$ cat src/design/kffc_pkg.sv
`timescale 1ns / 1ps
// ----------------------------------------------------------------------------
// kffc_pkg
// Shared codes, limits and handshake types of the keypad calculator.
// ----------------------------------------------------------------------------
package kffc_pkg;

  // key codes, also used as the pending operation code
  localparam logic [2:0] KEY_DIGIT  = 3'd0;
  localparam logic [2:0] KEY_ADD    = 3'd1;
  localparam logic [2:0] KEY_SUB    = 3'd2;
  localparam logic [2:0] KEY_MUL    = 3'd3;
  localparam logic [2:0] KEY_DIV    = 3'd4;
  localparam logic [2:0] KEY_EQUALS = 3'd5;
  localparam logic [2:0] KEY_CLEAR  = 3'd6;

  // no operation waiting for its second operand
  localparam logic [2:0] OP_NONE = 3'd0;

  // entry and result limits
  localparam logic signed [31:0] ENTRY_LIMIT     = 32'sd100000000;
  localparam logic [63:0]        RESULT_HIGH_MAG = 64'd999999999;
  localparam logic [63:0]        RESULT_LOW_MAG  = 64'd99999999;
  localparam logic [3:0]         DIGIT_MAX       = 4'd9;

  // iterative unit sizing: one bit of multiplier or quotient per step
  localparam int ARITH_STEPS = 32;
  localparam int STEP_W      = $clog2(ARITH_STEPS);

  typedef enum logic [1:0] {
    ARITH_ADD,
    ARITH_SUB,
    ARITH_MUL,
    ARITH_DIV
  } arith_op_t;

  typedef enum logic [1:0] {
    AU_IDLE,
    AU_RUN,
    AU_DONE
  } arith_state_t;

  typedef enum logic [1:0] {
    ST_IDLE,
    ST_CALC,
    ST_FINISH
  } ctl_state_t;

  typedef struct packed {
    logic      start;
    arith_op_t op;
  } arith_req_t;

  typedef struct packed {
    logic        done;
    logic        neg;
    logic [63:0] mag;
  } arith_rsp_t;

endpackage

$ cat src/design/kffc_arith.sv
`timescale 1ns / 1ps
// ----------------------------------------------------------------------------
// kffc_arith
// Shared 33-bit adder under a small sequencer: add and subtract in one pass,
// multiply by shift and add, divide by restoring subtraction, 32 steps each.
// Result comes back as a sign and a 64-bit magnitude.
// ----------------------------------------------------------------------------
module kffc_arith (
  input  logic                 clk,
  input  logic                 rst,
  input  kffc_pkg::arith_req_t req,
  input  logic signed [31:0]   a,
  input  logic signed [31:0]   b,
  output kffc_pkg::arith_rsp_t rsp
);
  import kffc_pkg::*;

  arith_state_t      state;
  arith_state_t      state_next;
  arith_op_t         op_q;
  logic              neg_q;
  logic [31:0]       am;
  logic [31:0]       bm;
  logic [64:0]       work;
  logic [STEP_W-1:0] count;

  logic [31:0] a_mag;
  logic [31:0] b_mag;
  logic [32:0] add_x;
  logic [32:0] add_y;
  logic        add_sub;
  logic [32:0] add_sum;
  logic [32:0] sum_s;

  // operand magnitudes
  assign a_mag = a[31] ? (~a + 32'd1) : a;
  assign b_mag = b[31] ? (~b + 32'd1) : b;

  // operand selection for the shared adder
  always_comb begin
    add_x   = {a[31], a};
    add_y   = {b[31], b};
    add_sub = (req.op == ARITH_SUB);
    if (state == AU_RUN) begin
      case (op_q)
        ARITH_MUL: begin
          add_x   = {1'b0, work[63:32]};
          add_y   = work[0] ? {1'b0, am} : 33'd0;
          add_sub = 1'b0;
        end
        ARITH_DIV: begin
          add_x   = {work[63:32], work[31]};
          add_y   = {1'b0, bm};
          add_sub = 1'b1;
        end
        default: begin
          add_sub = (op_q == ARITH_SUB);
        end
      endcase
    end
  end

  // the one adder
  assign add_sum = add_x + (add_sub ? ~add_y : add_y) + {32'd0, add_sub};

  // sequencer next state
  always_comb begin
    state_next = state;
    unique case (state)
      AU_IDLE: begin
        if (req.start) begin
          if (req.op == ARITH_MUL || req.op == ARITH_DIV) begin
            state_next = AU_RUN;
          end else begin
            state_next = AU_DONE;
          end
        end
      end
      AU_RUN: begin
        if (count == STEP_W'(ARITH_STEPS - 1)) begin
          state_next = AU_DONE;
        end
      end
      AU_DONE: begin
        state_next = AU_IDLE;
      end
      default: begin
        state_next = AU_IDLE;
      end
    endcase
  end

  // result formatting
  assign sum_s = work[32:0];

  always_comb begin
    rsp.done = (state == AU_DONE);
    case (op_q)
      ARITH_MUL: begin
        rsp.neg = neg_q;
        rsp.mag = work[63:0];
      end
      ARITH_DIV: begin
        rsp.neg = neg_q;
        rsp.mag = {32'd0, work[31:0]};
      end
      default: begin
        rsp.neg = sum_s[32];
        rsp.mag = {31'd0, (sum_s[32] ? (~sum_s + 33'd1) : sum_s)};
      end
    endcase
  end

  // sequencer state
  always_ff @(posedge clk) begin
    if (rst) begin
      state <= AU_IDLE;
    end else begin
      state <= state_next;
    end
  end

  // working register and step count
  always_ff @(posedge clk) begin
    if (state == AU_IDLE && req.start) begin
      op_q  <= req.op;
      am    <= a_mag;
      bm    <= b_mag;
      neg_q <= a[31] ^ b[31];
      count <= '0;
      case (req.op)
        ARITH_MUL: work <= {33'd0, b_mag};
        ARITH_DIV: work <= {33'd0, a_mag};
        default:   work <= {{32{add_sum[32]}}, add_sum};
      endcase
    end else if (state == AU_RUN) begin
      count <= count + STEP_W'(1);
      case (op_q)
        ARITH_MUL: work <= {1'b0, add_sum, work[31:1]};
        ARITH_DIV: begin
          work <= {(add_sum[32] ? {work[63:32], work[31]} : add_sum),
                   work[30:0], ~add_sum[32]};
        end
        default: work <= work;
      endcase
    end
  end

endmodule

$ cat src/design/keypad_four_function_calculator_unit.sv
`timescale 1ns / 1ps
// ----------------------------------------------------------------------------
// keypad_four_function_calculator_unit
// Four-function calculator taking one key per transaction. A digit or clear
// goes from acceptance to the finish state and on into the output register,
// as does an operator or equals that meets a pending divide by zero. An
// operator or equals with any other operation pending goes through the calc
// state first while the shared adder in kffc_arith does the operation, taking
// its 32 steps for multiply and divide. An operator with nothing
// pending, equals with nothing pending and the unused key code give no result
// and the block is ready again in the next cycle. The input stalls while a
// key is being worked on and while a finished result waits for the output
// register to free up; the next key is taken in the cycle after the result
// is loaded.
// ----------------------------------------------------------------------------
module keypad_four_function_calculator_unit (
  input  logic               clk,
  input  logic               rst,
  input  logic               in_valid,
  output logic               in_stall,
  input  logic [2:0]         kind,
  input  logic [3:0]         digit,
  output logic               out_valid,
  input  logic               out_stall,
  output logic signed [30:0] display_value,
  output logic               error
);
  import kffc_pkg::*;

  ctl_state_t state;
  ctl_state_t state_next;

  // calculator state, held as 32-bit words
  logic signed [31:0] entry;
  logic signed [31:0] first;
  logic [2:0]         pending;
  logic               entry_open;

  logic [2:0]         key_q;
  logic signed [31:0] res_value;
  logic               res_err;

  logic               accept;
  logic               out_load;
  logic               pend_live;
  logic               div_zero;
  logic [3:0]         digit_sat;
  logic signed [31:0] base;
  logic signed [31:0] grown;
  logic signed [31:0] digit_val;
  logic               in_range;
  logic signed [31:0] calc_val;
  logic               key_is_op;

  arith_req_t arith_req;
  arith_rsp_t arith_rsp;

  kffc_arith u_arith (
    .clk (clk),
    .rst (rst),
    .req (arith_req),
    .a   (first),
    .b   (entry),
    .rsp (arith_rsp)
  );

  // key decode helpers
  assign accept    = in_valid && !in_stall;
  assign pend_live = (pending == KEY_ADD) || (pending == KEY_SUB) ||
                     (pending == KEY_MUL) || (pending == KEY_DIV);
  assign div_zero  = (pending == KEY_DIV) && (entry == 32'sd0);
  assign key_is_op = (key_q == KEY_ADD) || (key_q == KEY_SUB) ||
                     (key_q == KEY_MUL) || (key_q == KEY_DIV);

  // digit append: entry times ten plus the digit, digits above nine taken as nine, a full entry kept
  assign digit_sat = (digit > DIGIT_MAX) ? DIGIT_MAX : digit;
  assign base      = entry_open ? entry : 32'sd0;
  assign grown     = (base <<< 3) + (base <<< 1) + {28'd0, digit_sat};
  assign digit_val = (base < ENTRY_LIMIT) ? grown : base;

  // range check and signed value of the unit's result
  assign in_range = arith_rsp.neg ? (arith_rsp.mag <= RESULT_LOW_MAG)
                                  : (arith_rsp.mag <= RESULT_HIGH_MAG);
  assign calc_val = arith_rsp.neg ? (~arith_rsp.mag[31:0] + 32'd1)
                                  : arith_rsp.mag[31:0];

  // control next state
  always_comb begin
    state_next = state;
    unique case (state)
      ST_IDLE: begin
        if (accept) begin
          case (kind) inside
            KEY_DIGIT, KEY_CLEAR: state_next = ST_FINISH;
            KEY_ADD, KEY_SUB, KEY_MUL, KEY_DIV, KEY_EQUALS: begin
              if (pend_live) begin
                state_next = div_zero ? ST_FINISH : ST_CALC;
              end
            end
            default: state_next = ST_IDLE;
          endcase
        end
      end
      ST_CALC: begin
        if (arith_rsp.done) begin
          state_next = ST_FINISH;
        end
      end
      ST_FINISH: begin
        if (!out_valid || !out_stall) begin
          state_next = ST_IDLE;
        end
      end
      default: begin
        state_next = ST_IDLE;
      end
    endcase
  end

  // control outputs
  always_comb begin
    in_stall        = (state != ST_IDLE);
    out_load        = (state == ST_FINISH) && (!out_valid || !out_stall);
    arith_req.start = 1'b0;
    if (state == ST_IDLE && in_valid && pend_live && !div_zero) begin
      case (kind) inside
        KEY_ADD, KEY_SUB, KEY_MUL, KEY_DIV, KEY_EQUALS: arith_req.start = 1'b1;
        default: arith_req.start = 1'b0;
      endcase
    end
    case (pending)
      KEY_SUB: arith_req.op = ARITH_SUB;
      KEY_MUL: arith_req.op = ARITH_MUL;
      KEY_DIV: arith_req.op = ARITH_DIV;
      default: arith_req.op = ARITH_ADD;
    endcase
  end

  always_ff @(posedge clk) begin
    if (rst) begin
      state <= ST_IDLE;
    end else begin
      state <= state_next;
    end
  end

  // calculator state updates
  always_ff @(posedge clk) begin
    if (rst) begin
      entry      <= 32'sd0;
      first      <= 32'sd0;
      pending    <= OP_NONE;
      entry_open <= 1'b1;
    end else if (accept) begin
      case (kind) inside
        KEY_DIGIT: begin
          entry      <= digit_val;
          entry_open <= 1'b1;
        end
        KEY_CLEAR: begin
          entry   <= 32'sd0;
          first   <= 32'sd0;
          pending <= OP_NONE;
        end
        KEY_ADD, KEY_SUB, KEY_MUL, KEY_DIV: begin
          if (!pend_live) begin
            pending <= kind;
            first   <= entry;
            entry   <= 32'sd0;
          end else if (div_zero) begin
            pending <= kind;
            first   <= 32'sd0;
            entry   <= 32'sd0;
          end
        end
        KEY_EQUALS: begin
          if (pend_live && div_zero) begin
            pending <= OP_NONE;
            first   <= 32'sd0;
            entry   <= 32'sd0;
          end
        end
        default: begin
          entry <= entry;
        end
      endcase
    end else if (state == ST_CALC && arith_rsp.done) begin
      entry_open <= 1'b0;
      if (key_is_op) begin
        pending <= key_q;
        first   <= in_range ? calc_val : 32'sd0;
        entry   <= 32'sd0;
      end else begin
        pending <= OP_NONE;
        first   <= 32'sd0;
        entry   <= in_range ? calc_val : 32'sd0;
      end
    end
  end

  // result staging
  always_ff @(posedge clk) begin
    if (accept) begin
      key_q <= kind;
      case (kind) inside
        KEY_DIGIT: begin
          res_value <= digit_val;
          res_err   <= 1'b0;
        end
        KEY_CLEAR: begin
          res_value <= 32'sd0;
          res_err   <= 1'b0;
        end
        default: begin
          res_value <= 32'sd0;
          res_err   <= 1'b1;
        end
      endcase
    end else if (state == ST_CALC && arith_rsp.done) begin
      res_value <= in_range ? calc_val : 32'sd0;
      res_err   <= !in_range;
    end
  end

  // output register
  always_ff @(posedge clk) begin
    if (rst) begin
      out_valid <= 1'b0;
    end else if (out_load) begin
      out_valid <= 1'b1;
    end else if (!out_stall) begin
      out_valid <= 1'b0;
    end
  end

  always_ff @(posedge clk) begin
    if (out_load) begin
      display_value <= res_value[30:0];
      error         <= res_err;
    end
  end

`ifndef SYNTHESIS
  a_done_in_calc: assert property (@(posedge clk) disable iff (rst)
    arith_rsp.done |-> state == ST_CALC)
    else $error("arithmetic unit finished outside the calc state");

  a_err_shows_zero: assert property (@(posedge clk) disable iff (rst)
    (out_valid && error) |-> display_value == 31'sd0)
    else $error("error result with a non-zero display value");

  a_result_closes_entry: assert property (@(posedge clk) disable iff (rst)
    (state == ST_CALC && arith_rsp.done) |=> !entry_open)
    else $error("entry still open after an arithmetic result");

  a_start_enters_calc: assert property (@(posedge clk) disable iff (rst)
    arith_req.start |=> state == ST_CALC)
    else $error("arithmetic start without entering the calc state");

  a_pending_code: assert property (@(posedge clk) disable iff (rst)
    pending == OP_NONE || pending == KEY_ADD || pending == KEY_SUB ||
    pending == KEY_MUL || pending == KEY_DIV)
    else $error("pending operation holds a key code that is no operator");
`endif

endmodule

$ cat config.mk
export PLATFORM = sky130hd
export DESIGN_NAME = keypad_four_function_calculator_unit
export DESIGN_NICKNAME = d
export VERILOG_FILES = /design/src/design/kffc_pkg.sv /design/src/design/kffc_arith.sv /design/src/design/keypad_four_function_calculator_unit.sv
export SDC_FILE = /design/constraint.sdc
export NUM_CORES = 1
export LEC_CHECK = 0
export ABC_AREA = 1
export BUFFER_PORTS_ARGS = -buffer_cell sky130_fd_sc_hd__buf_2
export CAP_MARGIN = 10
export CORE_MARGIN = 3
export CORE_UTILIZATION = 55
export CTS_BUF_LIST = sky130_fd_sc_hd__clkbuf_4
export CTS_CLUSTER_SIZE = 8
export DETAILED_ROUTE_END_ITERATION = 8
export HOLD_SLACK_MARGIN = 0.03
export PLACE_DENSITY = 0.71
export SETUP_SLACK_MARGIN = 0.4
export SLEW_MARGIN = 5
export SYNTH_ARGS = -nofsm -noshare
export SYNTH_HDL_FRONTEND = slang
export SYNTH_SLANG_ARGS = --single-unit
$ cat constraint.sdc
create_clock -name clk -period 10.7 [get_ports clk]
set_input_delay 0.535 -clock clk [delete_from_list [all_inputs] [get_ports clk]]
set_output_delay 0.535 -clock clk [all_outputs]
set_load 0.01 [all_outputs]
# [Word-level counts from Yosys, hierarchy flattened]
# Index checks and enable logic that the tools add are counted.
[classes] addsub=9 reduce_logical=39 magnitude_cmp=4 n_shift=0 muxes=77 eq_ne=40 multipliers=0 bitwise_logic=7 div_mod_pow=0
[ops] cell="$mux 32" count=25
[ops] cell="$pmux 64 s2" count=2
[ops] cell="$mux 33" count=4
[ops] cell="$pmux 33 s2" count=2
[ops] cell="$pmux 65 s2" count=1
[ops] cell="$mux 64" count=2
[ops] cell="$add 32x1->32 const B" count=3
[ops] cell="$not 32->32" count=3
[ops] cell="$mux 31" count=3
[ops] cell="$not 33->33" count=2
[ops] cell="$le 64x27->1 const B" count=1
[ops] cell="$le 64x30->1 const B" count=1
[ops] cell="$add 33x1->33" count=1
[ops] cell="$add 33x1->33 const B" count=1
[ops] cell="$add 33x33->33" count=1
[ops] cell="$add 32x32->32" count=1
[ops] cell="$add 32x4->32" count=1
[ops] cell="$logic_not 32->1" count=1
[ops] cell="$lt 32x28->1 const B" count=1
[ops] cell="$mux 3" count=10
[ops] cell="$mux 2" count=10
[ops] cell="$eq 3x2->1 const B" count=6
[ops] cell="$eq 3x3->1 const B" count=5
[ops] cell="$mux 1" count=13
[ops] cell="other kinds (32)" count=76
[totals] latch_bits=0 ramBits=0 mem_count=0 input_bits=11 rom_bits=0 out_inout_bits=34 ff_bits=276

# [Logic depth before layout (Yosys ltp)]
[depth] depth_word=11 mapped_depth=27 mapped_depth_nobuf=25

# [Cells and area by module]
# From an unflattened synthesis, not the netlist that was laid out.
[hier_totals] cells_unflattened=3472 hier_area_um2=23341.1
[modules_own_cells] module="kffc_arith" instances=1 cells_per_inst=1850 area_each_um2=12673.4 seq_area_each_um2=4073.9
[modules_own_cells] module="keypad_four_function_calculator_unit" instances=1 cells_per_inst=1622 area_each_um2=10667.7 seq_area_each_um2=3433.3

# [Least setup slack after synthesis]
# Ideal clock, no wire load.
[synth_timing] path_kind="input to register" startpoint="input in_valid" endpoint="register u_arith.work[10] (data pin)" slack_ns=6.600 n_path_buf=3 path_stages=10 t_arrival_ns=3.738 t_required_ns=10.338 path_cell_list="inv_1 -> nor2_1 -> inv_1 -> clkbuf_1 -> nor2_1 -> nand4_1 -> inv_1 -> clkbuf_1 -> clkbuf_1 -> o21ai_0"
[synth_between] elab_chain_len=6
[synth_rtl] item="from (decl)" line="keypad_four_function_calculator_unit.sv:19" source="input logic in_valid,"
[synth_rtl] item="$logic_and 1x1->1 (3 in series)" line="keypad_four_function_calculator_unit.sv:125" source="if (state == ST_IDLE && in_valid && pend_live && !div_zero) begin"
[synth_rtl] item="$mux 1" line="keypad_four_function_calculator_unit.sv:125"
[synth_rtl] item="$logic_and 1x1->1" line="kffc_arith.sv:125" source="if (state == AU_IDLE && req.start) begin"
[synth_rtl] item="$mux 64" line="kffc_arith.sv:125"
[synth_rtl] item="to (signal assigned)" line="kffc_arith.sv:132" source="ARITH_MUL: work <= {33'd0, b_mag};"
[synth_rtl] item="to (signal assigned)" line="kffc_arith.sv:133" source="ARITH_DIV: work <= {33'd0, a_mag};"
[synth_rtl] item="to (signal assigned)" line="kffc_arith.sv:134" source="default: work <= {{32{add_sum[32]}}, add_sum};"
[synth_rtl] item="to (decl)" line="kffc_arith.sv:24" source="logic [64:0] work;"
# No other way between the ends.
# A chain may end at the register's enable or synchronous reset.

# [Final worst setup path]
[layout_timing] startpoint="register u_arith.state[0]" endpoint="register u_arith.work[60] (data pin)"
[layout_between] elab_chain_len=10 elab_cells_between_ends=15 cone_classes="add/sub: 2; eq/ne: 1; mux: 9; bitwise: 1; reduce/logical: 2"
[layout_rtl] item="from (decl)" line="kffc_arith.sv:18" source="arith_state_t state;"
[layout_rtl] item="from (signal assigned)" line="kffc_arith.sv:119" source="state <= state_next;"
[layout_rtl] item="$eq 2x1->1" line="kffc_arith.sv:44" source="if (state == AU_RUN) begin"
[layout_rtl] item="$mux 33" line="kffc_arith.sv:44"
[layout_rtl] item="$not 33->33" line="kffc_arith.sv:64" source="assign add_sum = add_x + (add_sub ? ~add_y : add_y) + {32'd0, add_sub};"
[layout_rtl] item="$mux 33" line="kffc_arith.sv:64"
[layout_rtl] item="$add 33x33->33" line="kffc_arith.sv:64"
[layout_rtl] item="$add 33x1->33" line="kffc_arith.sv:64"
[layout_rtl] item="$mux 32" line="kffc_arith.sv:141" source="work <= {(add_sum[32] ? {work[63:32], work[31]} : add_sum),"
[layout_rtl] item="$pmux 64 s2" line="kffc_arith.sv:138" source="case (op_q)"
[layout_rtl] item="$mux 64" line="kffc_arith.sv:136" source="end else if (state == AU_RUN) begin"
[layout_rtl] item="$mux 64 *" line="kffc_arith.sv:125"
[layout_rtl] item="to (signal assigned)" line="kffc_arith.sv:139" source="ARITH_MUL: work <= {1'b0, add_sum, work[31:1]};"
[layout_rtl] item="to (signal assigned)" line="kffc_arith.sv:141"
[layout_rtl] item="to (signal assigned)" line="kffc_arith.sv:144" source="default: work <= work;"
# Mark *: on every way between the ends. The rest lies on a longest branch, timed or not. The select of a mux whose other input is x is not followed.

==> results.yml <==
setup_path:
  setup.worst_path.class: "reg2reg"
  r2r_setup_slack_ns: 4.45
  reg2reg_depth: 25
  crit_path_start: "u_arith.state[0]"
  r2r-end: "u_arith.work[60]"
  crit_arrival_ns: 6.77
  crit_required_ns: 11.22
  cp-end-kind: "flip-flop"
  r2r_start: "u_arith.state[0]"
  cp-start-kind: "flip-flop"
  critPathMaxFanout: 47
  crit_end: "u_arith.work[60]"
timing:
  min_period_ns: 6.25
  worst_slew_pin_slew_ns: 1.08
  slew_viol_final: 0
  fin_setup_tns_ns: 0
  post-route-period-util: 0.584
  rsz0062_at_grt: "no"
  worst_slack_ns: 4.45
  final_hold_viol_count: 0
  fmax_ghz: 0.160
  slew-limit-headroom: 0.279
  setup_viol: 0
  finClkSkew_ns: 0.0790
die:
  die_area_um2: 42500
  die_h_um: 206
  fp-row-count: 72
  start_util: 0.564
  die_w_um: 206
  core_area_um2: 39100
  pin_count: 45
clock_tree:
  cts_buffers: 77
  clock_path_buffers: 3
  post_cts_buffers: 0
  insertion_delay_ns: 0.78
  htreeDepth: 3
  cts_tree: "yes"
  clock-root-buffer: "clkbuf_4"
  clkTransAtPathRegs_ns: 0.08
  cts.sinks: 276
cells_and_area:
  final.fill_count: 3773
  drive_above_1_share: 0.0873
  utilization: 0.600
  final_cells: 3683
  nets: 3214
  multi_input_area_um2: 12700
  area_growth_pct: 6.55
  final-seq-area_um2: 7510
  final_cell_area_um2: 23500
power_and_ir_drop:
  leakage_nw: 10.7
  p_int_w: 0.00235
  netSwitchingPower_w: 0.00215
  clkPwrFrac: 0.215
  comb_power_share: 0.457
  p_sw_frac: 0.477
  power.share.sequential: 0.327
  p_per_area_nw_per_um2: 191
  peakVddDrop_mv: 0.147
global_routing:
  grt_max_degree: 94
  grt_use_total: 0.394
  grt_overflow: 0
  antenna_found_initial: 2
  grt_pass1_vias: 21500
  grt_pass1_wl_mm: 127
yosys:
  yosys-top-cells-area: "edfxtp_1 27%, nand2_1 13%, dfxtp_1 7.1%"
  synthArstFlopShare: 0
  synth.most_common_cell: "nand2_1"
  synth_common_cells: "752 x nand2_1, 288 x inv_1, 274 x a21oi_1, 271 x o21ai_0, 257 x nor2_1"
  synth_ff_type: "edfxtp_1"
  ys_types: 64
  avgSynthCellArea_um2: 7.10
  syn_area_um2: 22000
  synth-edff-count: 198
  seq_area_frac_synth: 0.341
  ys_ff_latch: 276
  yosysTopAreaCell: "edfxtp_1"
  syn-num-nets: 3213
  netlist_instances: 3103
  ys_warn_count: 0
  yosys.area.top_type_share: 0.270
route:
  m1WireLength_mm: 34.1
  via_count: 23200
  drt-vias-per-instance: 6.30
  drc_errors: 0
  dr.first_iter.drc_count: 3640
  firstDrtPassIters: 7
  antenna_left: 0
  wl_met2_mm: 35.4
  met3_length_mm: 11.5
  totalWireLength_mm: 85.0
  top_layer: "met4"
  wire_per_inst_um: 23.1
worst_hold_path:
  min_path_type: "in2reg"
  min_from: "rst"
job:
  max_cap_viol_count: 0
outcome:
  status: "complete, no violations"
placed_design:
  placed_cell_area_um2: 22500
  pre_cts_ws_ns: 4.03
  placedCellCount: 3538
  place_congestion: 1.03
  hpwl_mm: 65.2
  portBuffers: 44
[worst min-delay path by stage]
stage	endpoint	cells past startpoint	slack (ns)
2_1_floorplan	display_value[0]	0	0.40
3_3_place_gp	display_value[7]	0	0.40
3_5_place_dp	display_value[25]	0	0.41
4_1_cts	u_arith.state[0]	2	0.04
5_1_grt	u_arith.state[0]	2	0.05
6_report	u_arith.state[0]	2	0.09
[routing by layer]
layer  up-vias  GRT usage
met3       246      0.128
met5         -          0
met2      1508      0.582
li1      10600          -
met1     10800      0.536
met4         0      0.158
[cell type report]
class	count	area share
Clock buffer	98	0.0313
Sequential cell	276	0.320
Multi-Input combinational cell	2363	0.542
Inverter	308	0.0495
Tap cell	518	0.0276
Timing Repair Buffer	78	0.0210
Antenna cell	2	0.000213
Clock inverter	40	0.00874
[flip-flops by register name, summed over array words and instances, names as in the netlist]
register and cells:
state 2, u_arith.op_q 2, u_arith.state 2, error 1, u_arith.neg_q 1, res_err 1, u_arith.am 32, out_valid 1
res_value 31, u_arith.bm 32, key_q 3, first 32, u_arith.count 5, entry 32, pending 3, display_value 31
entry_open 1, u_arith.work 64
[cell usage in the layout, fill, tap and decap left out, types with 9 or more instances in the layout]
master and count:
clkinv_1 27, or2_2 9, a21oi_1 274, a221oi_1 36, nand2_1 749, buf_4 29, clkinv_2 13, a21o_1 18
inv_1 287, nor4_1 9, a211oi_1 12, nor2_1 253, a22oi_1 15, nand2_2 21, nand3_1 203, nand4_1 41
o22ai_1 18, nor2_2 17, inv_2 16, buf_2 44, o21a_1 13, xnor2_1 30, a31oi_1 10, o211ai_1 32
o21ai_1 15, xor2_1 117, o21ai_0 271, edfxtp_1 198, clkbuf_4 98, dfxtp_1 78, nor3_1 22, ha_1 96
[power by group through the flow]
stage	registers (W)	logic [W]	clock network [W]
after floorplan	0.00142	0.00132	0
after global placement	0.00148	0.00192	0
after detailed placement	0.00149	0.00194	0
after CTS	0.00146	0.00196	0.000968
after global routing	0.00148	0.00221	0.00103
final	0.00147	0.00205	0.000968
[logic make-up (layout without fill, tap and decap cells)]
group | count (synthesis) | after routing | synth area share
XOR/XNOR | 149 | 149 | 0.0596
buffers and inverters | 464 | 524 | 0.0839
other | 0 | 2 | 0
AO/OA/AOI/OAI | 757 | 757 | 0.196
AND/OR/NAND/NOR | 1358 | 1358 | 0.262
flip-flops | 276 | 276 | 0.341
adder cells (fa/ha/maj) | 99 | 99 | 0.0572
[critical path, stage by stage, from the launching register on]
cell     delay, ns
dfxtp_1       0.35
inv_1         0.09
nor2_4        0.23
nand2_2       0.52
inv_1         0.77
o22ai_1       0.16
a21oi_1       0.18
xor2_1        0.17
ha_1          0.31
a21oi_1       0.20
nor2_1        0.06
nor2_1        0.11
nand2_1       0.12
a21o_1        0.24
a21o_1        0.21
nand2_1       0.09
nand2_1       0.06
nand2_1       0.05
nand2_1       0.09
buf_4         0.22
inv_1         0.81
nor2_1        0.40
o21ai_0       0.25
o21ai_0       0.11
nand2_1       0.10
nand2_1       0.05
[repair_timing]
| action | 4_1_cts | 5_1_grt |
|---|---|---|
| resized for setup | 0 | 0 |
| hold endpoints to repair | 4 | 0 |
| hold buffers | 4 | 0 |
[metrics by stage]
stage	hold slack [ns]	power, W
CTS	0.0357	0.00439
floorplan	0.400	0.00274
detailed placement	0.405	0.00343
finish	0.0910	0.00449
global placement	0.401	0.00340
global route	0.0483	0.00471
(Power assumes the default switching activity.)
